$ cat src/hw/rtl/pcw_ram.sv
// Generic single-port-write, registered-read RAM.
module pcw_ram #(
  parameter int WIDTH = 8,
  parameter int DEPTH = 16
) (
  input  logic                     clk,
  input  logic                     we,
  input  logic [$clog2(DEPTH)-1:0] waddr,
  input  logic [WIDTH-1:0]         wdata,
  input  logic [$clog2(DEPTH)-1:0] raddr,
  output logic [WIDTH-1:0]         rdata
);
  logic [WIDTH-1:0] mem [DEPTH];

  always_ff @(posedge clk) begin
    if (we) begin
      mem[waddr] <= wdata;
    end
    rdata <= mem[raddr];
  end
endmodule

$ cat config.mk
export PLATFORM = sky130hd
export DESIGN_NAME = pcw_ram
export DESIGN_NICKNAME = d
export VERILOG_FILES = /design/src/hw/rtl/pcw_ram.sv
export SDC_FILE = /design/constraint.sdc
export NUM_CORES = 1
export LEC_CHECK = 0
export BUFFER_PORTS_ARGS = -buffer_cell sky130_fd_sc_hd__buf_2
export CORE_ASPECT_RATIO = 0.9
export CORE_MARGIN = 1
export CORE_UTILIZATION = 30
export CTS_CLUSTER_SIZE = 8
export DETAILED_ROUTE_END_ITERATION = 8
export PLACE_DENSITY_LB_ADDON = 0.1
export SLEW_MARGIN = 20
export SYNTH_ARGS = -nofsm -noshare
export SYNTH_HDL_FRONTEND = slang
export SYNTH_SLANG_ARGS = --single-unit
$ cat constraint.sdc
create_clock -name clk -period 4.8 [get_ports clk]
set_input_delay 0.72 -clock clk [delete_from_list [all_inputs] [get_ports clk]]
set_output_delay 0.72 -clock clk [all_outputs]
set_load 0.03 [all_outputs]
# After elaboration in Yosys (flattened, before gate mapping)
# Memory sizes are Yosys's and may differ from the RTL's. A register that Yosys moved wholly into a read port is not among the register bits.
# Index checks and enable logic that the tools add are counted.
# totals
reg_bits,0
ramBits,128
word_cells,3
memories,1
# op_classes
mux,2
# mem_list
memory,depth,word_bits,rd,rd_ports_with_merged_regs,wr,line,rtl
mem,16,8,1,1,1,13,logic [WIDTH-1:0] mem [DEPTH];
# ops
op,count
1-bit 2-to-1 mux,2

# Longest topological paths before layout
# logic_depth
ltp_word,2
ltp_mapped,5
depth_no_buf,3

# Worst setup path after synthesis
# OpenSTA, ideal clock, no wires.
# synth_path
kind,input -> register
from,in waddr[2]
to,"mem mem[0][0], enable pin"
setup_ns,0.383
arrival_time_ns,1.830
path_slack_ns,2.587
stages,2
path_buffers,0
cell_sequence,or3b_2 -> nor3_1
# synth_rtl
item,line,rtl
from (decl),8,"input logic [$clog2(DEPTH)-1:0] waddr,"
to (decl),13,
# No word-level cell before the write port.

==> impl_results.md <==
* Status: finished, final reports clean
* Final instance area at 6130 sq um
* Worst-path maximum fanout at 26
* Via-to-Cell Ratio at roughly 4.8
* Leak at a little over 0.002 uW
* GP Congestion at roughly 0.66
* CTS max path bufs at 2
* Final-report hold violation count at 0
* WHS Endpoint: rdata[0]$_DFF_P_
* Worst Hold Class: reg2reg
* Critical Path Sink Type: register
* Fin. max-slew vios at 0
* Root Driver: clkbuf_16
* Io pins at 26
* Power per cell area at 471 nW/um^2
* Chip Height at between 100 and 150 um
* Reg-to-Reg Start: mem[3][4]$_DFFE_PP_
* Sink Count at approximately 140
* Max Cap Viol at 0
* Standard-cell rows at 45
* CTS Hold Bufs at 0
* Setup Skew at roughly 0.0051 ns
* Post_cts resized at 0
* Clock transition at path regs at about 0.05 ns
* Total Wirelength at 10800 um
* Core Util, Final at 36.4%
* Critical Path AT at 2.63 ns
* Fin Hold WS at 0.678 ns
* Synth Register Bits at about 140
* Sequential share of the synthesized area at 77.8%
* DRT iter0 DRCs at 140
* Diodes inserted at 0
* Setup tns final at 0 ns
* # fillers at 1533
* Most numerous cell in the Yosys netlist: edfxtp_1
* Global-route wire length before repair at 15900 um
* Core area at 16800 sq um
* Clock latency at the later pin of the worst-skew pair at ~0.42 ns
* Min Tclk post-route at 2.33 ns
* R2R setup slack at 3.48 ns
* Setup Buffers After CTS at 0
* Pre-antenna DRT Iters at 4
* Port bufs at 25
* Vias in the first global route at 2466
* Initial antenna violation count at 0
* Syn nets at 247
* Via Count at 2343
* DR WL/cell at between 20 and 25 um
* WS Path Type: in2reg
* EDFF count, synth at 128
* Yosys top cell by area: edfxtp_1
* Tightest Pin Transition at 1.08 ns
* CTS tree: built
* Ys async rst share at 0%
* Slowest cell on crit path: buf_2
* Hold path cells at 3
* Crit-path cells: buf_2 > buf_4 > mux4_1 > a22oi_1 > nand2_1
* Antenna Nets Post-Route at 0
* Final nets at 286
* Mapped Cells at 229
* Overall Power at about 2900 uW
* Crit path largest cell delay at roughly 0.70 ns
* Critical Path RT at 5.10 ns
* Synth Flop Type: edfxtp_1
* Syn_area_per_cell at 22.5 sq um
* Die area at 17700 sq um
* DP Area at about 5500 sq um
* Unrepaired setup endpoints after global routing: false
* Top cells by count, synth: 128 x edfxtp_1, 18 x mux4_2, 16 x a22oi_1, 14 x mux4_1, 13 x nor2_1
* Initial Util at 30.6%
* Die Width at 140 um
* Worst relative slew slack at approximately 27%
* Sequential cell area at about 4000 sq um
* Congestion Overflow GR at 0
* Register-to-Register Path Depth at 3
* Peak VDD IR at 0.261 mV
* Gr usage total at a little over an eighth
* YS warnings at 0
* R2r endpoint: rdata[4]$_DFF_P_
* Final Setup Violations at 0
* Cell variety after synth at 19
* Area of the multi-input gates at 1060 sq um
* Largest net degree at the start of global routing at 33
* Residual DRC at 0
* Syn-to-layout area delta at 19.1%
* Final HPWL DP at 6360 um
* Final period util at 48.6%
* Total CTS buffers at 17
* Top-area cell type share of the netlist area at 74.7%
* H-tree depth at 4
* Leading post-synthesis cells by cell area: edfxtp_1 75%, mux4_2 7.9%, mux4_1 7.1%
* Layout cells sized above 1 at 26.3%
* Mapped cell area at about 5100 sq um
* Worst Hold Launch: mem[7][0]$_DFFE_PP_
* F_max at roughly 430 MHz
* Critical path startpoint category: input port
==> placed cells by master, fill, tap and decap left out, types with 3 or more instances in the layout <==
cell / instances
a22oi_1: 16
buf_2: 25
buf_4: 5
bufinv_16: 6
clkbuf_1: 3
clkbuf_16: 17
clkinv_1: 5
dfxtp_1: 8
edfxtp_1: 128
mux4_1: 14
mux4_2: 18
nand2_1: 9
nor2_1: 12
nor3_1: 4
==> through the flow <==
stage	instances	worst slack (ns)
after floorplan	229	2.59
after detailed placement	460	1.95
after global routing	492	2.29
final	492	2.47
after CTS	492	2.39
after global placement	460	1.96
==> report_power, final <==
| group | internal (uW) | switching (uW) |
|---|---|---|
| registers | 1330 | 6.77 |
| clock network | 963 | 457 |
| logic | 48.6 | 83.5 |
==> per-layer routing <==
metal / vias to the layer above / share of wire [%] / GRT usage, %
li1: 1052 / - / -
met2: 49 / 46 / 19.6
met3: 10 / 4.0 / 4.87
met4: 0 / 1.1 / 4.85
met1: 1232 / 49 / 18.3
met5: - / 0 / 0
==> cell type report <==
type	count	share of cell area (%)
clock buffer	20	7.12
clock inverter	12	3.33
multi-input combinational	83	17.3
sequential	136	65.3
tap	211	4.31
timing repair buffer	30	2.65
==> critical path, delay by kind of cell <==
family | cells | cell delay [ns]
and+or+nand+nor | 1 | 0.07
AOI/OAI and AO/OA | 1 | 0.24
buffers and inverters | 2 | 1.02
muxes | 1 | 0.55
==> how the worst max path moves through the flow <==
| stage | start | end | slack [ns] | depth (start not counted) |
|---|---|---|---|---|
| 3_3_place_gp | raddr[0] | rdata[2]$_DFF_P_ | 1.96 | 5 |
| 6_report | raddr[0] | rdata[3]$_DFF_P_ | 2.47 | 5 |
| 4_1_cts | raddr[0] | rdata[2]$_DFF_P_ | 2.39 | 5 |
| 5_1_grt | raddr[0] | rdata[3]$_DFF_P_ | 2.29 | 5 |
| 2_1_floorplan | waddr[2] | mem[0][0]$_DFFE_PP_ | 2.59 | 2 |
| 3_5_place_dp | raddr[0] | rdata[2]$_DFF_P_ | 1.95 | 5 |
==> flip-flops by register name, indices dropped and copies added, names as in the netlist <==
signal  flops
rdata       8
mem       128
==> cells by family (layout without fill, tap and decap cells) <==
| kind of cell | Yosys count | in the layout | share of synthesized area [%] |
|---|---|---|---|
| flip-flops | 136 | 136 | 77.8 |
| multiplexers | 32 | 32 | 15.0 |
| AO/OA/AOI/OAI | 16 | 16 | 2.33 |
| buffers and inverters | 10 | 62 | 1.68 |
| AND/OR/NAND/NOR | 35 | 35 | 3.18 |
Power figures use the tool's default switching activity.
