## config.mk

```make
export PLATFORM = sky130hd
export DESIGN_NAME = pcw_sqrt
export DESIGN_NICKNAME = d
export VERILOG_FILES = /design/src/hw/rtl/pcw_sqrt.sv
export SDC_FILE = /design/constraint.sdc
export NUM_CORES = 1
export LEC_CHECK = 0
export BUFFER_PORTS_ARGS = -buffer_cell sky130_fd_sc_hd__buf_4
export CORE_ASPECT_RATIO = 1.5
export CORE_MARGIN = 2
export CORE_UTILIZATION = 45
export DETAILED_ROUTE_END_ITERATION = 10
export SLEW_MARGIN = 0
export SYNTH_ARGS = -nofsm -noshare
export SYNTH_HDL_FRONTEND = slang
export SYNTH_SLANG_ARGS = --single-unit
```

## constraint.sdc

```tcl
create_clock -name clk -period 9.6 [get_ports clk]
set_clock_uncertainty 0.15 [all_clocks]
set_input_delay 1.44 -clock clk [delete_from_list [all_inputs] [get_ports clk]]
set_output_delay 1.44 -clock clk [all_outputs]
set_load 0.01 [all_outputs]
```

## src/hw/rtl/pcw_sqrt.sv

```systemverilog
// Iterative integer square root, two radicand bits per cycle, floor result.
module pcw_sqrt (
  input  logic        clk,
  input  logic        rst,
  input  logic        start,
  input  logic [63:0] arg,
  output logic        done,
  output logic [31:0] root
);
  typedef enum logic [0:0] {Q_IDLE, Q_RUN} qstate_t;

  qstate_t     state;
  logic [63:0] v;
  logic [33:0] rem;
  logic [31:0] acc;
  logic [4:0]  cnt;
  logic [35:0] rem_sh;
  logic [35:0] trial;
  logic        ge;

  assign rem_sh = {rem, v[63:62]};
  assign trial  = {2'b00, acc, 2'b01};
  assign ge     = rem_sh >= trial;

  always_ff @(posedge clk) begin
    done <= 1'b0;
    if (rst) begin
      state <= Q_IDLE;
    end else begin
      unique case (state)
        Q_IDLE: begin
          if (start) begin
            v     <= arg;
            rem   <= '0;
            acc   <= '0;
            cnt   <= '0;
            state <= Q_RUN;
          end
        end
        Q_RUN: begin
          rem <= ge ? 34'(rem_sh - trial) : rem_sh[33:0];
          acc <= {acc[30:0], ge};
          v   <= {v[61:0], 2'b00};
          cnt <= cnt + 1'b1;
          if (cnt == 5'd31) begin
            root  <= {acc[30:0], ge};
            done  <= 1'b1;
            state <= Q_IDLE;
          end
        end
        default: state <= Q_IDLE;
      endcase
    end
  end
endmodule

```

# Yosys cells after proc, flatten, opt, wreduce, memory -nomap -nowiden
# Index checks and enable logic that the tools add are counted.
# totals
reg_bits	169
latchBits	0
ram_bits	0
rom_bits	0
inputBits	67
output_inout_bits	33
wordCells	30
memories	0
# classes
n_addsub	2
n_mul	0
div	0
n_lt_le_gt_ge	1
eq_ne	2
shifts	0
muxes	13
bitwise	2
reduce_logical	3
# op_table
operator	n
$pmux W64 S2	1
$mux W34	2
$pmux W34 S2	1
$mux W64	1
$pmux W32 S2	1
$ge A36 B34 Y1	1
$sub A34 B34 Y34	1
$mux W32	1
$pmux W5 S2	1
$add A5 B1 Y5 const B	1
$eq A5 B5 Y1 const B	1
$mux W5	1
$mux W1	3
$reduce_and A3 Y1	1
$ne A2 B2 Y1 const B	1
$not A1 Y1	2
$pmux W1 S2	1
$reduce_and A2 Y1	1
$reduce_or A2 Y1	1

# Logic depth before layout (Yosys ltp)
# logic_depth
depth_word	3
depth_mapped	12
mapped_depth_nobuf	10

# Worst setup path before layout
# No wires, ideal clock.
# synth_timing
kind	input port to flip-flop
startpoint	in start
endpoint	reg acc[0], enable pin
setup_ns	0.632
arrival_ns	7.112
required_time_ns	8.818
slack_ns	1.706
cell_stages	2
n_path_buf	0
cell_sequence	nor2_1 nor2_1
# synth_via
elab_chain_len	2
# synth_lines
item	line	source
start: declaration	5	input logic start,
$ne A2 B2 Y1 (no source line)	n/a	
$reduce_and A2 Y1 (no source line)	n/a	
end signal: assignment	42	acc <= {acc[30:0], ge};
end: declaration	15	logic [31:0] acc;
# Every way passes these cells.
# A chain may end at the register's enable or synchronous reset.

# Final worst setup path
# layout_timing
startpoint	reg v[62]
endpoint	reg rem[32] (data pin)
# layout_via
elab_chain_len	3
elab_cells_between_ends	4
classes_between	add/sub (1); order compare (1); mux (2)
# layout_lines
item	line	source
start: declaration	13	logic [63:0] v;
start signal: assignment	33	v <= arg;
start signal: assignment	43	v <= {v[61:0], 2'b00};
$sub A34 B34 Y34 / $ge A36 B34 Y1 (equally long branches)	41, 23	
$mux W34 (*)	41	rem <= ge ? 34'(rem_sh - trial) : rem_sh[33:0];
$pmux W34 S2 (*)	30	unique case (state)
end signal: assignment	41	
end: declaration	14	logic [33:0] rem;
# Mark *: on every way between the ends. The rest lies on a longest branch, timed or not.

==> impl_metrics.json <==
{
  "status": "finished, final reports clean",
  "timing.critical_path.arrival_ns": 3.84,
  "postSynthCellCount": 678,
  "cts_tree": "yes",
  "final_hold_viol_count": 0,
  "largest_driver_fanout_on_the_critical_path": 35,
  "rr_startpoint": "v[62]",
  "ir_worst_vdd_uv": 115,
  "yosys-top-cells-area": "sky130_fd_sc_hd__edfxtp_1, sky130_fd_sc_hd__mux2_2, sky130_fd_sc_hd__ha_1",
  "period_needed_ns": 3.75,
  "synth_enable_flop_cells": 167,
  "totalNegativeSetupSlack_ns": 0,
  "synth.ff_latch_count": 169,
  "vias_in_the_first_global_route": 6025,
  "timing.critical_path.cells": "inv_1, ha_1, nand2b_1, a21oi_1, a21oi_1, o211ai_1, a21oi_2, a21oi_4, buf_4, nand2_1, o32ai_1",
  "cts_inserted_buffers": 17,
  "post-dp-hpwl_mm": 11.9,
  "cts_root_buffer": "sky130_fd_sc_hd__clkbuf_16",
  "post-route-drc-count": 0,
  "synth-warning-count": 0,
  "setup.worst_path.end_class": "flip-flop",
  "synth_top_cell_area_share_pct": 58.7,
  "share_of_flip_flops_with_an_asynchronous_set_or_reset_pct": 0,
  "fmax_mhz": 267,
  "critical_path.most_common_cell": "sky130_fd_sc_hd__a21oi_1",
  "floorplan.core_area_um2": 18500,
  "clock_network_latency_to_the_later_pin_of_the_worst_skew_pair_ns": 0.43,
  "die_w_um": 117,
  "drv.max_cap_violation_count": 0,
  "dr_total_vias": 5575,
  "gp_congestion": 0.890,
  "synth.cell_area_um2": 8550,
  "drt-wirelength-per-cell_um": 16.2,
  "worst_hold_path.endpoint": "root[4]",
  "max_slew.worst_pin.slew_ns": 1.09,
  "yosys_most_used_dff": "sky130_fd_sc_hd__edfxtp_1",
  "number_of_library_cell_types_mapped_by_synthesis": 62,
  "most-common-layout-cells": "sky130_fd_sc_hd__edfxtp_1, sky130_fd_sc_hd__buf_4, sky130_fd_sc_hd__nor2_1",
  "total_power_uw": 1940,
  "reg2reg_depth": 11,
  "critical_path.n_buffers_inverters": 2,
  "clock-sinks": 169,
  "layout-area-overhead-vs-synth_pct": 18.8,
  "design.final.nets": 880,
  "antenna_cells_inserted": 0,
  "cellPowerDensity_nw_per_um2": 191,
  "layout-drive-gt1-share_pct": 27.1,
  "totalWireLength_mm": 16.9,
  "htree_levels": 4,
  "seq_area_frac_synth_pct": 59.1,
  "initial_core_util_pct": 46.1,
  "r2r-end": "rem[32]",
  "cts.clk_slew.worst_paths_ns": 0.07,
  "die_area_um2": 20100,
  "fin_crit_sh_pct": 39.1,
  "rsz0062_at_grt": "no",
  "dieHeight_um": 173,
  "drt_pass1_iterations": 4,
  "worstSetupPathType": "reg2reg",
  "timing.slew.headroom_pct": 27.0,
  "synth_largest_area_cell": "sky130_fd_sc_hd__edfxtp_1",
  "antenna_left": 0,
  "top_level_port_count": 100,
  "min_from": "acc[3]",
  "gr-usage-all-layers_pct": 18.0,
  "critPathMaxStageDelay_ns": 0.52,
  "initialDrtViolationCount": 276,
  "layout_commonest_cell": "sky130_fd_sc_hd__edfxtp_1",
  "cp_top_family": "compound AO/OA/AOI/OAI gates",
  "grt_pass1_wl_mm": 28.7,
  "io_buffer_count": 99,
  "worst_hold_path.num_cells": 0,
  "slew_violations": 0,
  "cts.path.max_buffers": 2,
  "rows": 61,
  "worst_setup_path_start_kind": "flip-flop",
  "post_cts.repair.setup_buffers": 0,
  "finish.cell_count_without_fillers": 1042,
  "syn_nets": 781,
  "rrSetupSlack_ns": 5.85,
  "cts_hold_buffers": 0,
  "ctsResizeCount": 0,
  "timing.critical_path.depth": 11,
  "overall_overflow_remaining_after_global_route": 0,
  "setup_viol": 0,
  "grt_antenna_before_repair": 0,
  "synth.avg_cell_area_um2": 12.6,
  "cell_with_the_biggest_individual_delay_on_the_critical_path": "sky130_fd_sc_hd__buf_4",
  "leakage_uw": 0.00399,
  "hold_path_class": "reg2reg",
  "crit_required_ns": 9.69,
  "post_drt_via_cell_ratio": 5.35,
  "pin_count_of_the_biggest_net_entering_global_routing": 86,
  "numPlacedInstances": 1010
}
==> worst max path at each step <==
stage	startpoint	to	slack, ns
after floorplan	start	acc[0]	1.71
after detailed placement	acc[4]	rem[32]	5.88
after CTS	v[62]	rem[32]	5.85
final	v[62]	rem[32]	5.85
after global placement	v[62]	rem[32]	6.01
after global routing	acc[0]	rem[33]	5.47
==> layer usage <==
metal | routed length, µm | vias up | global-route usage, %
li1 | - | 2703 | -
met1 | 6700 | 2710 | 20.8
met2 | 8990 | 140 | 31.3
met3 | 880 | 22 | 5.01
met4 | 306 | 0 | 6.50
met5 | 0 | - | 0
==> cells by family after synthesis <==
logic type	count (synthesis)	share of synthesized area [%]
simple gates	179	9.52
compound gates	114	9.28
buf+inv	69	3.25
fa+ha+maj	36	5.27
flops	169	59.1
xor+xnor	26	2.66
mux	85	10.9
==> report_power, final <==
part | total (µW) | internal (µW) | switching (µW)
Combinational | 354 | 157 | 197
Clock | 691 | 390 | 301
Sequential | 892 | 871 | 21.0
==> cells in the mapped netlist, drive strengths merged (2+ instances only) <==
cell type    n
edfxtp     167
nor2        83
mux2        63
inv         44
a21oi       37
ha          36
nand2       34
mux2i       22
xnor2       19
o21ai       17
a21o        15
clkbuf      15
nand3       13
buf         10
nor2b        8
xor2         7
and3         6
nand4        6
o211ai       6
or2          6
a211oi       5
nand2b       5
nor3         5
o21bai       4
a2111oi      3
a211o        3
and2         3
o21a         3
or3          3
a2bb2oi      2
a311oi       2
a31oi        2
dfxtp        2
nand3b       2
nor4         2
o221ai       2
o32ai        2
==> worst reg2reg max path, delay by kind of cell, from the launching register on <==
family	cells	cell delay (ns)
AO/OA/AOI/OAI	6	1.89
adder cells (fa/ha/maj)	1	0.21
buffers and inverters	2	0.59
AND/OR/NAND/NOR	2	0.34
flip-flops	1	0.41
==> registers in the layout, summed over array words and instances, names as in the netlist <==
| name | cells |
|---|---|
| cnt | 5 |
| v | 64 |
| state | 1 |
| rem | 34 |
| root | 32 |
| done | 1 |
| acc | 32 |
==> cell type report <==
| cell class | instances | area (µm²) |
|---|---|---|
| fill | 1605 | 8400 |
| sequential | 169 | 5060 |
| multi-input combinational | 440 | 3230 |
| timing repair buffer | 105 | 788 |
| clock buffer | 18 | 429 |
| tap | 252 | 315 |
| inverter | 44 | 165 |
| clock inverter | 14 | 164 |
==> stage by stage <==
stage | util (%) | cell area, µm² | hold slack (ns) | setup WS, ns
final | 54.7 | 10100 | 0.300 | 5.85
after global routing | 54.7 | 10100 | 0.306 | 5.47
after CTS | 54.7 | 10100 | 0.302 | 5.85
after detailed placement | 51.5 | 9560 | 0.286 | 5.88
after global placement | 51.5 | 9560 | 0.283 | 6.01
after floorplan | - | 8550 | 0.276 | 1.71
Note: power is estimated with default switching activity, not from simulation.
