--- src/hw/rtl/pcw_pkg.sv ---
// Shared types, constants and saturation helpers for the pooled covariance whitening block.
package pcw_pkg;

  localparam int PCW_MAX_SAMPLES = 64;
  localparam int PCW_FRAC_BITS   = 16;

  localparam int VTX_W = 18;
  localparam int CRD_W = 32;
  localparam int WHT_W = 24;

  // Shared divider operand widths.
  localparam int NUM_W = 64;
  localparam int DEN_W = 32;

  // Off-diagonal factors at or above this magnitude cannot give a positive pivot.
  localparam logic [63:0] R_LIMIT = 64'd1 << 30;

  typedef enum logic [1:0] {
    ST_OK  = 2'd0,
    ST_FEW = 2'd1,
    ST_NPD = 2'd2,
    ST_OVF = 2'd3
  } status_t;

  function automatic logic signed [31:0] sat32(input logic signed [63:0] v);
    logic signed [31:0] r;
    if (v > 64'sd2147483647) begin
      r = 32'sh7fffffff;
    end else if (v < -64'sd2147483648) begin
      r = 32'sh80000000;
    end else begin
      r = v[31:0];
    end
    return r;
  endfunction

  function automatic logic signed [23:0] sat24(input logic signed [63:0] v);
    logic signed [23:0] r;
    if (v > 64'sd8388607) begin
      r = 24'sh7fffff;
    end else if (v < -64'sd8388608) begin
      r = 24'sh800000;
    end else begin
      r = v[23:0];
    end
    return r;
  endfunction

  function automatic logic signed [31:0] negsat32(input logic signed [31:0] v);
    logic signed [31:0] r;
    if (v == 32'sh80000000) begin
      r = 32'sh7fffffff;
    end else begin
      r = -v;
    end
    return r;
  endfunction

  function automatic logic [63:0] abs64(input logic signed [63:0] v);
    logic [63:0] r;
    if (v < 0) begin
      r = 64'(-v);
    end else begin
      r = 64'(v);
    end
    return r;
  endfunction

endpackage

--- src/hw/rtl/pcw_div.sv ---
// Iterative signed divider, one quotient bit per cycle, rounds to nearest with ties away from zero.
module pcw_div (
  input  logic                               clk,
  input  logic                               rst,
  input  logic                               start,
  input  logic signed [pcw_pkg::NUM_W-1:0]   num,
  input  logic [pcw_pkg::DEN_W-1:0]          den,
  output logic                               done,
  output logic signed [pcw_pkg::NUM_W-1:0]   quo
);
  import pcw_pkg::*;

  typedef enum logic [1:0] {D_IDLE, D_RUN, D_RND, D_SGN} dstate_t;

  dstate_t                     state;
  logic [NUM_W-1:0]            mag;
  logic [DEN_W-1:0]            rem;
  logic [DEN_W-1:0]            dv;
  logic                        neg;
  logic [$clog2(NUM_W)-1:0]    cnt;
  logic [DEN_W:0]              rem_sh;
  logic                        ge;

  assign rem_sh = {rem, mag[NUM_W-1]};
  assign ge     = rem_sh >= {1'b0, dv};

  always_ff @(posedge clk) begin
    done <= 1'b0;
    if (rst) begin
      state <= D_IDLE;
    end else begin
      unique case (state)
        D_IDLE: begin
          if (start) begin
            mag   <= abs64(num);
            neg   <= num[NUM_W-1];
            dv    <= den;
            rem   <= '0;
            cnt   <= '0;
            state <= D_RUN;
          end
        end
        D_RUN: begin
          rem <= ge ? DEN_W'(rem_sh - {1'b0, dv}) : rem_sh[DEN_W-1:0];
          mag <= {mag[NUM_W-2:0], ge};
          cnt <= cnt + 1'b1;
          if (cnt == $clog2(NUM_W)'(NUM_W - 1)) begin
            state <= D_RND;
          end
        end
        D_RND: begin
          if ({rem, 1'b0} >= {1'b0, dv}) begin
            mag <= mag + 1'b1;
          end
          state <= D_SGN;
        end
        D_SGN: begin
          quo   <= neg ? -$signed(mag) : $signed(mag);
          done  <= 1'b1;
          state <= D_IDLE;
        end
        default: state <= D_IDLE;
      endcase
    end
  end
endmodule

--- config.mk ---
export PLATFORM = sky130hd
export DESIGN_NAME = pcw_div
export DESIGN_NICKNAME = d
export VERILOG_FILES = /design/src/hw/rtl/pcw_pkg.sv /design/src/hw/rtl/pcw_div.sv
export SDC_FILE = /design/constraint.sdc
export NUM_CORES = 1
export LEC_CHECK = 0
export BUFFER_PORTS_ARGS = -buffer_cell sky130_fd_sc_hd__buf_2
export CORE_MARGIN = 2
export CORE_UTILIZATION = 25
export DETAILED_ROUTE_END_ITERATION = 10
export PLACE_DENSITY = 0.41
export SLEW_MARGIN = 15
export SYNTH_ARGS = -nofsm -noshare
export SYNTH_HDL_FRONTEND = slang
export SYNTH_SLANG_ARGS = --single-unit
--- constraint.sdc ---
create_clock -name clk -period 12 [get_ports clk]
set_input_delay 1.8 -clock clk [delete_from_list [all_inputs] [get_ports clk]]
set_output_delay 1.8 -clock clk [all_outputs]
set_load 0.03 [all_outputs]
# Word-level counts from Yosys, hierarchy flattened
# Cells that the tools add are included.
[word_totals] ff_bits=202 input_bits=99 output_inout_bits=65
[op_classes] n_addsub=5 order_cmp=3 eq_ne=7 mux=14 n_bitwise=1 reduce_logical=8
[ops] cell="2-to-1 mux 64 bit" count=4
[ops] cell="one-hot mux 64 bit (3 select lines)" count=1
[ops] cell="negation 64 bit" count=2
[ops] cell=">= comparator 33 x 32 -> 1 bit" count=2
[ops] cell="adder 64 x 1 -> 64 bit (second input constant)" count=1
[ops] cell="less-than comparator 64 x 1 -> 1 bit (second input constant)" count=1
[ops] cell="2-to-1 mux 32 bit" count=2
[ops] cell="one-hot mux 32 bit (2 select lines)" count=1
[ops] cell="subtractor 32 bit" count=1
[ops] cell="one-hot mux 6 bit (2 select lines)" count=1
[ops] cell="one-hot mux 2 bit (4 select lines)" count=1
[ops] cell="adder 6 x 1 -> 6 bit (second input constant)" count=1
[ops] cell="equality test 6 bit (second input constant)" count=1
[ops] cell="2-to-1 mux 6 bit" count=1
[ops] cell="inequality test 2 bit (second input constant)" count=3
[ops] cell="AND reduction 3 bit" count=2
[ops] cell="equality test 2 bit (second input constant)" count=2
[ops] cell="2-to-1 mux 2 bit" count=2
[ops] cell="AND reduction 2 bit" count=2
[ops] cell="AND reduction 4 bit" count=1
[ops] cell="nonzero test 3 bit" count=1
[ops] cell="equality test 2 x 1 -> 1 bit (second input constant)" count=1
[ops] cell="zero test 2 bit" count=1
[ops] cell="nonzero test 2 bit" count=1
[ops] cell="2 further kinds" count=2

# Longest topological paths before layout
# Gate-level depths: netlist (run 1).
[depth] depth_word=4 mapped_depth=14

# Worst setup path before layout (run 1)
# No wires, ideal clock.
[synth_path] path_kind="reg-to-reg" from="register rem[18]" to="register mag[0], enable pin" setup_time_ns=0.829 arrival_ns=11.952 setup_slack_ns=-0.781 stages_incl_launch_ff=10 n_path_buf=1 synth_period_minus_slack_ns=12.781 path_cell_list="edfxtp_1 ha_1 clkbuf_1 nand3_1 or3_1 nor2_1 nand3_1 o21ai_0 nor2_1 a2111oi_0"
[synth_between] elab_chain_cells=3
[synth_lines] element="start, declared" line_no="pcw_div.sv:17" rtl="logic [DEN_W-1:0] rem;"
[synth_lines] element="start signal, assigned" line_no="pcw_div.sv:44" rtl="rem <= ge ? DEN_W'(rem_sh - {1'b0, dv}) : rem_sh[DEN_W-1:0];"
[synth_lines] element=">= comparator 33 x 32 -> 1 bit" line_no="pcw_div.sv:52" rtl="if ({rem, 1'b0} >= {1'b0, dv}) begin"
[synth_lines] element="inequality test 2 bit (no line)"
[synth_lines] element="AND reduction 4 bit (no line)"
[synth_lines] element="end signal, assigned" line_no="pcw_div.sv:35" rtl="mag <= abs64(num);"
[synth_lines] element="end signal, assigned" line_no="pcw_div.sv:45" rtl="mag <= {mag[NUM_W-2:0], ge};"
[synth_lines] element="end signal, assigned" line_no="pcw_div.sv:53" rtl="mag <= mag + 1'b1;"
[synth_lines] element="end, declared" line_no="pcw_div.sv:16" rtl="logic [NUM_W-1:0] mag;"
# Every way passes these cells.
# A chain may end at the register's enable or synchronous reset.

# Worst setup path after layout (run 1)
[layout_path] from="input num[32] in the netlist's numbering" to="register mag[56], data pin"
[layout_between] elab_chain_cells=4
[layout_lines] element="start, declared" line_no="pcw_div.sv:6" rtl="input logic signed [pcw_pkg::NUM_W-1:0] num,"
[layout_lines] element="negation 64 bit / less-than comparator 64 x 1 -> 1 bit (equally long branches)" line_no="pcw_pkg.sv:62, pcw_pkg.sv:61"
[layout_lines] element="2-to-1 mux 64 bit (*)" line_no="pcw_pkg.sv:61" rtl="if (v < 0) begin"
[layout_lines] element="2-to-1 mux 64 bit (*)" line_no="pcw_div.sv:34" rtl="if (start) begin"
[layout_lines] element="one-hot mux 64 bit (3 select lines) (*)" line_no="pcw_div.sv:32" rtl="unique case (state)"
# Every way passes the cells marked *; elsewhere a longest branch is shown, timed or not. The select of a mux whose other input is x is not followed.

==> flow_metrics.env, run 1 <==
export IMPL_outcome="finished clean"
export IMPL_fin_tns_setup_ns=0
export IMPL_yosysSeqAreaShare_pct=43.6
export IMPL_io_pins=164
export IMPL_path_common_cell="nor3b_1"
export IMPL_total_power_w=0.00373
export IMPL_synth_largest_area_cell="edfxtp_1"
export IMPL_dp_hpwl_mm=30.9
export IMPL_syn_inst=1454
export IMPL_required_ns=12.25
export IMPL_vdd_drop_max_v=0.000218
export IMPL_crit_chain="buf_2 > or4_1 > nor4bb_1 > nor3b_1 > nor3b_1 > nand3_1 > o41ai_1 > xor2_1 > a21oi_1"
export IMPL_rsz0062_at_grt="false"
export IMPL_p_clk_share_pct=20.7
export IMPL_antenna_left=0
export IMPL_coreArea_um2=55000
export IMPL_fmax_mhz=207
export IMPL_antenna_found_initial=8
export IMPL_period_needed_ns=4.84
export IMPL_drc=0
export IMPL_worst_slew_pin_slew_ns=1.09
export IMPL_clock_sinks=202
export IMPL_synth_top_cell_area_share_pct=43.1
export IMPL_synth_flop_cell="edfxtp_1"
export IMPL_powerDensity_nw_per_um2=231
export IMPL_fin_skew_ns=0.0141
export IMPL_swShare_pct=42.1
export IMPL_netlist_area_um2=13900
export IMPL_first_iter_violations=802
export IMPL_cpMaxStageDelayCell="nor4bb_1"
export IMPL_r2r_slack_ns=7.50
export IMPL_fp_dieW_um=239
export IMPL_grt_busiest_layer="met2"
export IMPL_h_tree_depth=1
export IMPL_regArea_um2=6040
export IMPL_syn_nets=1595
export IMPL_clk_pin_slew_ns=0.05
export IMPL_insertion_delay_ns=0.55
export IMPL_post_drt_wl_per_cell_um=18.7
export IMPL_final_net_count=1694
export IMPL_area_growth_pct=16.6
export IMPL_gp_congestion=0.854
export IMPL_use_met3_pct=2.97
export IMPL_cpPeakStageDelay_ns=0.84
export IMPL_cp_end_kind="register"
export IMPL_die_area_um2=57300
export IMPL_p_leak_nw=5.72
export IMPL_cts_buffer_depth=3
export IMPL_dr_pass1_iters=7
export IMPL_cts_root_buf="clkbuf_16"
export IMPL_slew_headroom_pct=27.2
export IMPL_internal_power_w=0.00216
export IMPL_cp_arrival_ns=5.09
export IMPL_post_cts_buffers=0
export IMPL_synth_edf_count=199
export IMPL_cts_made_buffers=27
export IMPL_max_cap_violations=0
export IMPL_worstHoldPathType="reg -> reg"
export IMPL_ys_top_cells_by_area="edfxtp_1, xnor2_1, xor2_1, a21oi_1, ha_1"
export IMPL_via_per_inst=4.90
export IMPL_grt_pass1_wl_mm=67.7
export IMPL_ys_ff_latch=202
export IMPL_fillCellCount=5868
export IMPL_grt_pass1_vias=11400
export IMPL_holdPathStages=2
export IMPL_layout_drive_gt1_share_pct=15.0
export IMPL_post_cts_resized=0
export IMPL_grtUsageMet2_pct=24.4
export IMPL_cts_hold_buf=0
export IMPL_grtUsageMet1_pct=20.6
export IMPL_multi_input_area_um2=7200
export IMPL_mostFrequentLayoutCells="edfxtp_1, buf_2, nand2_1, xnor2_1, a21oi_1"
export IMPL_cp_start_kind="primary input"
export IMPL_switching_power_w=0.00157
export IMPL_grt_max_degree=82
export IMPL_final_common_cell="edfxtp_1"
export IMPL_synth_async_sr_flop_share_pct=0
export IMPL_pwr_share_comb_pct=42.0
export IMPL_start_util_pct=25.2
export IMPL_portBuffers=163
export IMPL_period_share_pct=40.3
export IMPL_reg2reg_depth=9
export IMPL_cp_max_fo=5
export IMPL_grt_use_total_pct=15.1
export IMPL_seqPwrFrac_pct=37.3
export IMPL_cts_tree="yes"
export IMPL_die_h_um=239
export IMPL_hold_viol_final=0
export IMPL_synth_area_per_cell_um2=9.53
export IMPL_drt_wl_total_mm=43.6
export IMPL_yosys_warnings=0
export IMPL_synth_distinct_cells=70
export IMPL_setup_viol_count_final=0
export IMPL_num_rows=86
export IMPL_path_class="in -> reg"
export IMPL_grt_ovfl_total=0
export IMPL_vias=11400
export IMPL_final_max_slew_viol_count=0
worst max-delay path: cells and delay by family:
kind / cells / cell delay [ns]
xor+xnor: 1 / 0.18
simple gates: 5 / 2.51
buf+inv: 1 / 0.11
compound gates: 2 / 0.49
power groups by stage:
stage	Clock, W	Sequential [W]	Combinational, W
2_1_floorplan	0	0.00125	0.00128
6_report	0.000771	0.00139	0.00157
5_1_grt	0.000828	0.00143	0.00177
3_3_place_gp	0	0.00140	0.00158
3_5_place_dp	0	0.00140	0.00157
4_1_cts	0.000803	0.00139	0.00159
synthesized netlist by cell type, types with 17 or more instances:
cell type and instances:
o31ai_1 38, and3_1 20, a31oi_1 20, or3_1 19
nor3_1 25, nand2_1 123, edfxtp_1 199, nand3_1 58
a21oi_1 105, o41ai_1 21, nand4_1 20, or4_1 17
a221oi_1 33, xnor2_1 122, xor2_1 71, a22oi_1 18
o21ai_0 78, ha_1 41, nor2_1 85, clkbuf_1 95
inv_1 59
flip-flops by register name, indices dropped and copies added (netlist names):
signal / count
cnt: 6
done: 1
dv: 32
mag: 64
neg: 1
quo: 64
rem: 32
state: 2
through the flow:
| step | hold WS [ns] | instances | worst slack, ns | cell area [µm²] | utilization [%] |
|---|---|---|---|---|---|
| finish | 0.584 | 2324 | 7.16 | 16200 | 29.4 |
| global route | 0.620 | 2321 | 7.02 | 16200 | 29.4 |
| CTS | 0.582 | 2318 | 7.27 | 16100 | 29.3 |
| detailed placement | 0.575 | 2271 | 6.72 | 15300 | 27.9 |
| global placement | 0.564 | 2271 | 6.75 | 15300 | 27.9 |
| floorplan | 0.515 | 1454 | 2.35 | 13900 | - |
area by class of cell:
cell class	count	area share (%)
Antenna cell	5	0.0774
Tap cell	748	5.79
Clock inverter	15	0.759
Sequential cell	202	37.4
Timing Repair Buffer	177	5.75
Inverter	61	1.42
Clock buffer	32	4.30
Multi-Input combinational cell	1084	44.5
path summary, 6_finish.rpt:
path | start | to
worst max-delay path | num[32] | mag[56]$_DFFE_PP_
worst min-delay path | state[0]$_SDFFE_PP0P_ | state[0]$_SDFFE_PP0P_
worst max register to register | rem[18]$_SDFFCE_PN0P_ | mag[0]$_DFFE_PP_
worst min register to register | state[0]$_SDFFE_PP0P_ | state[0]$_SDFFE_PP0P_
per-layer routing:
| layer | up-vias | share of wire (%) |
|---|---|---|
| li1 | 5608 | - |
| met1 | 5510 | 47 |
| met2 | 208 | 46 |
| met3 | 63 | 4.8 |
| met4 | 8 | 2.1 |
| met5 | - | 0.12 |
cell families (layout without fill, tap and decap cells):
logic type	Yosys count	in the layout	synth area share, %
simple gates	451	451	16.8
compound gates	392	392	18.5
flops	202	202	43.6
xor+xnor	193	193	12.2
buf+inv	168	285	4.69
fa+ha+maj	42	42	3.85
mux	6	6	0.433
other cells	0	5	0
Note: power is estimated with default switching activity, not from simulation.
==> run 2, diff against run 1 <==
Settings changed: ABC_AREA set to 1.
Clock period 12 ns to 4.2 ns, I/O delays scaled along.
==> flow_metrics.env, run 2 <==
export IMPL_outcome="finished clean"
export IMPL_period_share_pct=75.4
export IMPL_start_util_pct=25.2
export IMPL_fin_skew_ns=0.0141
export IMPL_yosysSeqAreaShare_pct=34.9
export IMPL_worst_path_buf_inv=0
export IMPL_grt_max_degree=71
export IMPL_cp_end_kind="register"
export IMPL_yosysMostFrequentCell="nand2_1"
export IMPL_r2r_end="rem[30]$_SDFFCE_PN0P_"
export IMPL_post_cts_resized=0
export IMPL_ys_ff_latch=202
export IMPL_vias=17600
export IMPL_io_pins=164
export IMPL_yosys_warnings=0
export IMPL_insertion_delay_ns=0.56
export IMPL_synth_distinct_cells=55
export IMPL_required_ns=4.51
export IMPL_dp_cells=3562
export IMPL_max_cap_violations=0
export IMPL_portBuffers=163
export IMPL_hp_start="den[9]"
export IMPL_cp_arrival_ns=3.47
export IMPL_period_needed_ns=3.17
export IMPL_synth_top_family_by_area="simple AND/OR/NAND/NOR gates"
export IMPL_h_tree_depth=1
export IMPL_r2r_slack_ns=1.03
export IMPL_gp_congestion=0.934
export IMPL_seqPwrFrac_pct=31.3
export IMPL_r2r_start="rem[19]$_SDFFCE_PN0P_"
export IMPL_grt_use_total_pct=20.5
export IMPL_setup_viol_count_final=0
export IMPL_final_net_count=2849
export IMPL_cp_start_kind="register"
export IMPL_reg2reg_depth=9
export IMPL_num_rows=96
export IMPL_pwr_share_comb_pct=48.7
export IMPL_switching_power_w=0.00595
export IMPL_layout_drive_gt1_share_pct=11.4
export IMPL_vdd_drop_max_v=0.000323
export IMPL_dpl_cell_area_um2=19000
export IMPL_insertedDiodeCount=0
export IMPL_min_to="dv[9]$_DFFE_PP_"
export IMPL_cpLargestDelayFamily="simple AND/OR/NAND/NOR gates"
export IMPL_ys_top_cells_by_count="nand2_1, nor2_1, inv_1"
export IMPL_fin_tns_setup_ns=0
export IMPL_drt_wl_total_mm=73.9
export IMPL_post_cts_buffers=0
export IMPL_grt_pass1_wl_mm=110
export IMPL_fin_area_um2=19900
export IMPL_hold_viol_final=0
export IMPL_crit_chain="ha_1 > a21oi_1 > nand2_1 > nand2_1 > nand2_1 > a21oi_2 > nand4_4 > o21ai_0 > nor2_1"
export IMPL_cpPeakStageDelay_ns=0.79
export IMPL_synthAdderAreaFrac_pct=3.09
export IMPL_path_common_cell="nand2_1"
export IMPL_startpoint="rem[19]$_SDFFCE_PN0P_"
export IMPL_antenna_found_initial=0
export IMPL_synth_compound_area_share_pct=8.55
export IMPL_final_max_slew_viol_count=0
export IMPL_area_growth_pct=15.3
export IMPL_synth_edf_count=199
export IMPL_synth_xor_area_share_pct=4.66
export IMPL_fp_dieW_um=267
export IMPL_fmax_mhz=316
export IMPL_worstHoldPathType="in -> reg"
export IMPL_dr_pass1_iters=7
export IMPL_cts_made_buffers=26
export IMPL_p_leak_nw=8.45
export IMPL_reg_top3="mag (64), quo (64)"
export IMPL_clock_sinks=202
export IMPL_netlist_area_um2=17300
export IMPL_grt_ovfl_total=0
export IMPL_final_cells=3610
export IMPL_synth_flop_cell="edfxtp_1"
export IMPL_yosys_area_share_simple_pct=39.4
export IMPL_dp_slack_ns=1.00
export IMPL_final_common_cell="nand2_1"
export IMPL_multi_input_area_um2=9650
export IMPL_cpMaxStageDelayCell="nand4_4"
export IMPL_p_clk_share_pct=20.0
export IMPL_cts_hold_buf=0
export IMPL_cp_max_fo=60
export IMPL_via_per_inst=4.88
export IMPL_worst_slew_pin_slew_ns=0.955
export IMPL_die_h_um=267
export IMPL_post_drt_wl_per_cell_um=20.5
export IMPL_holdWs_ns=0.243
export IMPL_ys_top_cells_by_area="edfxtp_1, nand2_1, nor2_1, inv_1, nand3_1"
export IMPL_syn_nets=2720
export IMPL_synth_area_mux_share_pct=0
export IMPL_cts_buffer_depth=3
export IMPL_first_iter_violations=1700
export IMPL_synth_async_sr_flop_share_pct=0
export IMPL_path_class="reg -> reg"
export IMPL_dp_hpwl_mm=60.3
export IMPL_cts_root_buf="clkbuf_16"
export IMPL_swShare_pct=48.5
export IMPL_setup_slack_ns=1.03
export IMPL_synth_top_cell_area_share_pct=34.6
export IMPL_cts_tree="yes"
export IMPL_regArea_um2=6040
export IMPL_powerDensity_nw_per_um2=616
export IMPL_drc=0
export IMPL_fillCellCount=7739
export IMPL_grt_pass1_vias=17100
export IMPL_mostFrequentLayoutCells="nand2_1, nor2_1, inv_1, nand3_1, edfxtp_1"
export IMPL_holdPathStages=1
export IMPL_synth_area_per_cell_um2=6.70
export IMPL_die_area_um2=71200
export IMPL_syn_inst=2579
export IMPL_slew_headroom_pct=36.2
export IMPL_synth_largest_area_cell="edfxtp_1"
export IMPL_rsz0062_at_grt="false"
export IMPL_coreArea_um2=68500
export IMPL_antenna_left=0
export IMPL_internal_power_w=0.00631
export IMPL_clk_pin_slew_ns=0.06
-- run 2: changes by cell type after synthesis, moves of 19 or more --
| cell | previous run | this run |
|---|---|---|
| nand3_1 | 58 | 226 |
| nand4_1 | 20 | 81 |
| inv_1 | 59 | 307 |
| o41ai_1 | 21 | 0 |
| xnor2_1 | 122 | 19 |
| nor3_1 | 25 | 60 |
| a221oi_1 | 33 | 1 |
| nor2_1 | 85 | 362 |
| nand2_1 | 123 | 757 |
| o21ai_0 | 78 | 110 |
| o31ai_1 | 38 | 5 |
| or3_1 | 19 | 0 |
| nor2_2 | 0 | 25 |
| clkbuf_1 | 95 | 39 |
-- run 2: worst max path at each step --
stage,to,cells after the start,slack [ns]
after floorplan,quo[0]$_DFFE_PP_,1,0.41
after global placement,rem[22]$_SDFFCE_PN0P_,9,1.09
after detailed placement,rem[30]$_SDFFCE_PN0P_,9,1.00
after CTS,rem[30]$_SDFFCE_PN0P_,9,0.99
after global routing,rem[30]$_SDFFCE_PN0P_,9,0.73
final,rem[30]$_SDFFCE_PN0P_,9,1.03
-- run 2: power groups by stage --
stage | logic (W) | clock network (W) | registers [W]
2_1_floorplan | 0.00416 | 0 | 0.00347
3_3_place_gp | 0.00594 | 0 | 0.00385
5_1_grt | 0.00667 | 0.00259 | 0.00390
4_1_cts | 0.00596 | 0.00253 | 0.00382
6_report | 0.00597 | 0.00245 | 0.00384
3_5_place_dp | 0.00594 | 0 | 0.00385
-- run 2: kinds of logic (layout without fill, tap and decap cells) --
| kind of cell | count (synthesis) | after routing |
|---|---|---|
| simple gates | 1574 | 1574 |
| xor+xnor | 92 | 92 |
| flops | 202 | 202 |
| fa+ha+maj | 42 | 42 |
| buf+inv | 404 | 553 |
| compound gates | 265 | 265 |
-- run 2: cell type report --
class | count | share of cell area (%)
Clock buffer | 32 | 3.49
Sequential cell | 202 | 30.3
Multi-Input combinational cell | 1973 | 48.5
Timing Repair Buffer | 181 | 4.90
Clock inverter | 16 | 1.18
Tap cell | 882 | 5.54
Inverter | 324 | 6.11
-- run 2: per-stage QoR --
| stage | total power (W) | utilization, % |
|---|---|---|
| 2_1_floorplan | 0.00763 | - |
| 3_3_place_gp | 0.00979 | 27.7 |
| 3_5_place_dp | 0.00979 | 27.7 |
| 4_1_cts | 0.0123 | 29.1 |
| 5_1_grt | 0.0132 | 29.1 |
| 6_report | 0.0123 | 29.1 |
-- run 2: layer usage --
layer,global-route usage [%],routed length [µm]
met4,5.74,2120
met1,30.0,36200
met3,1.74,3870
met5,0,0
met2,31.8,31700
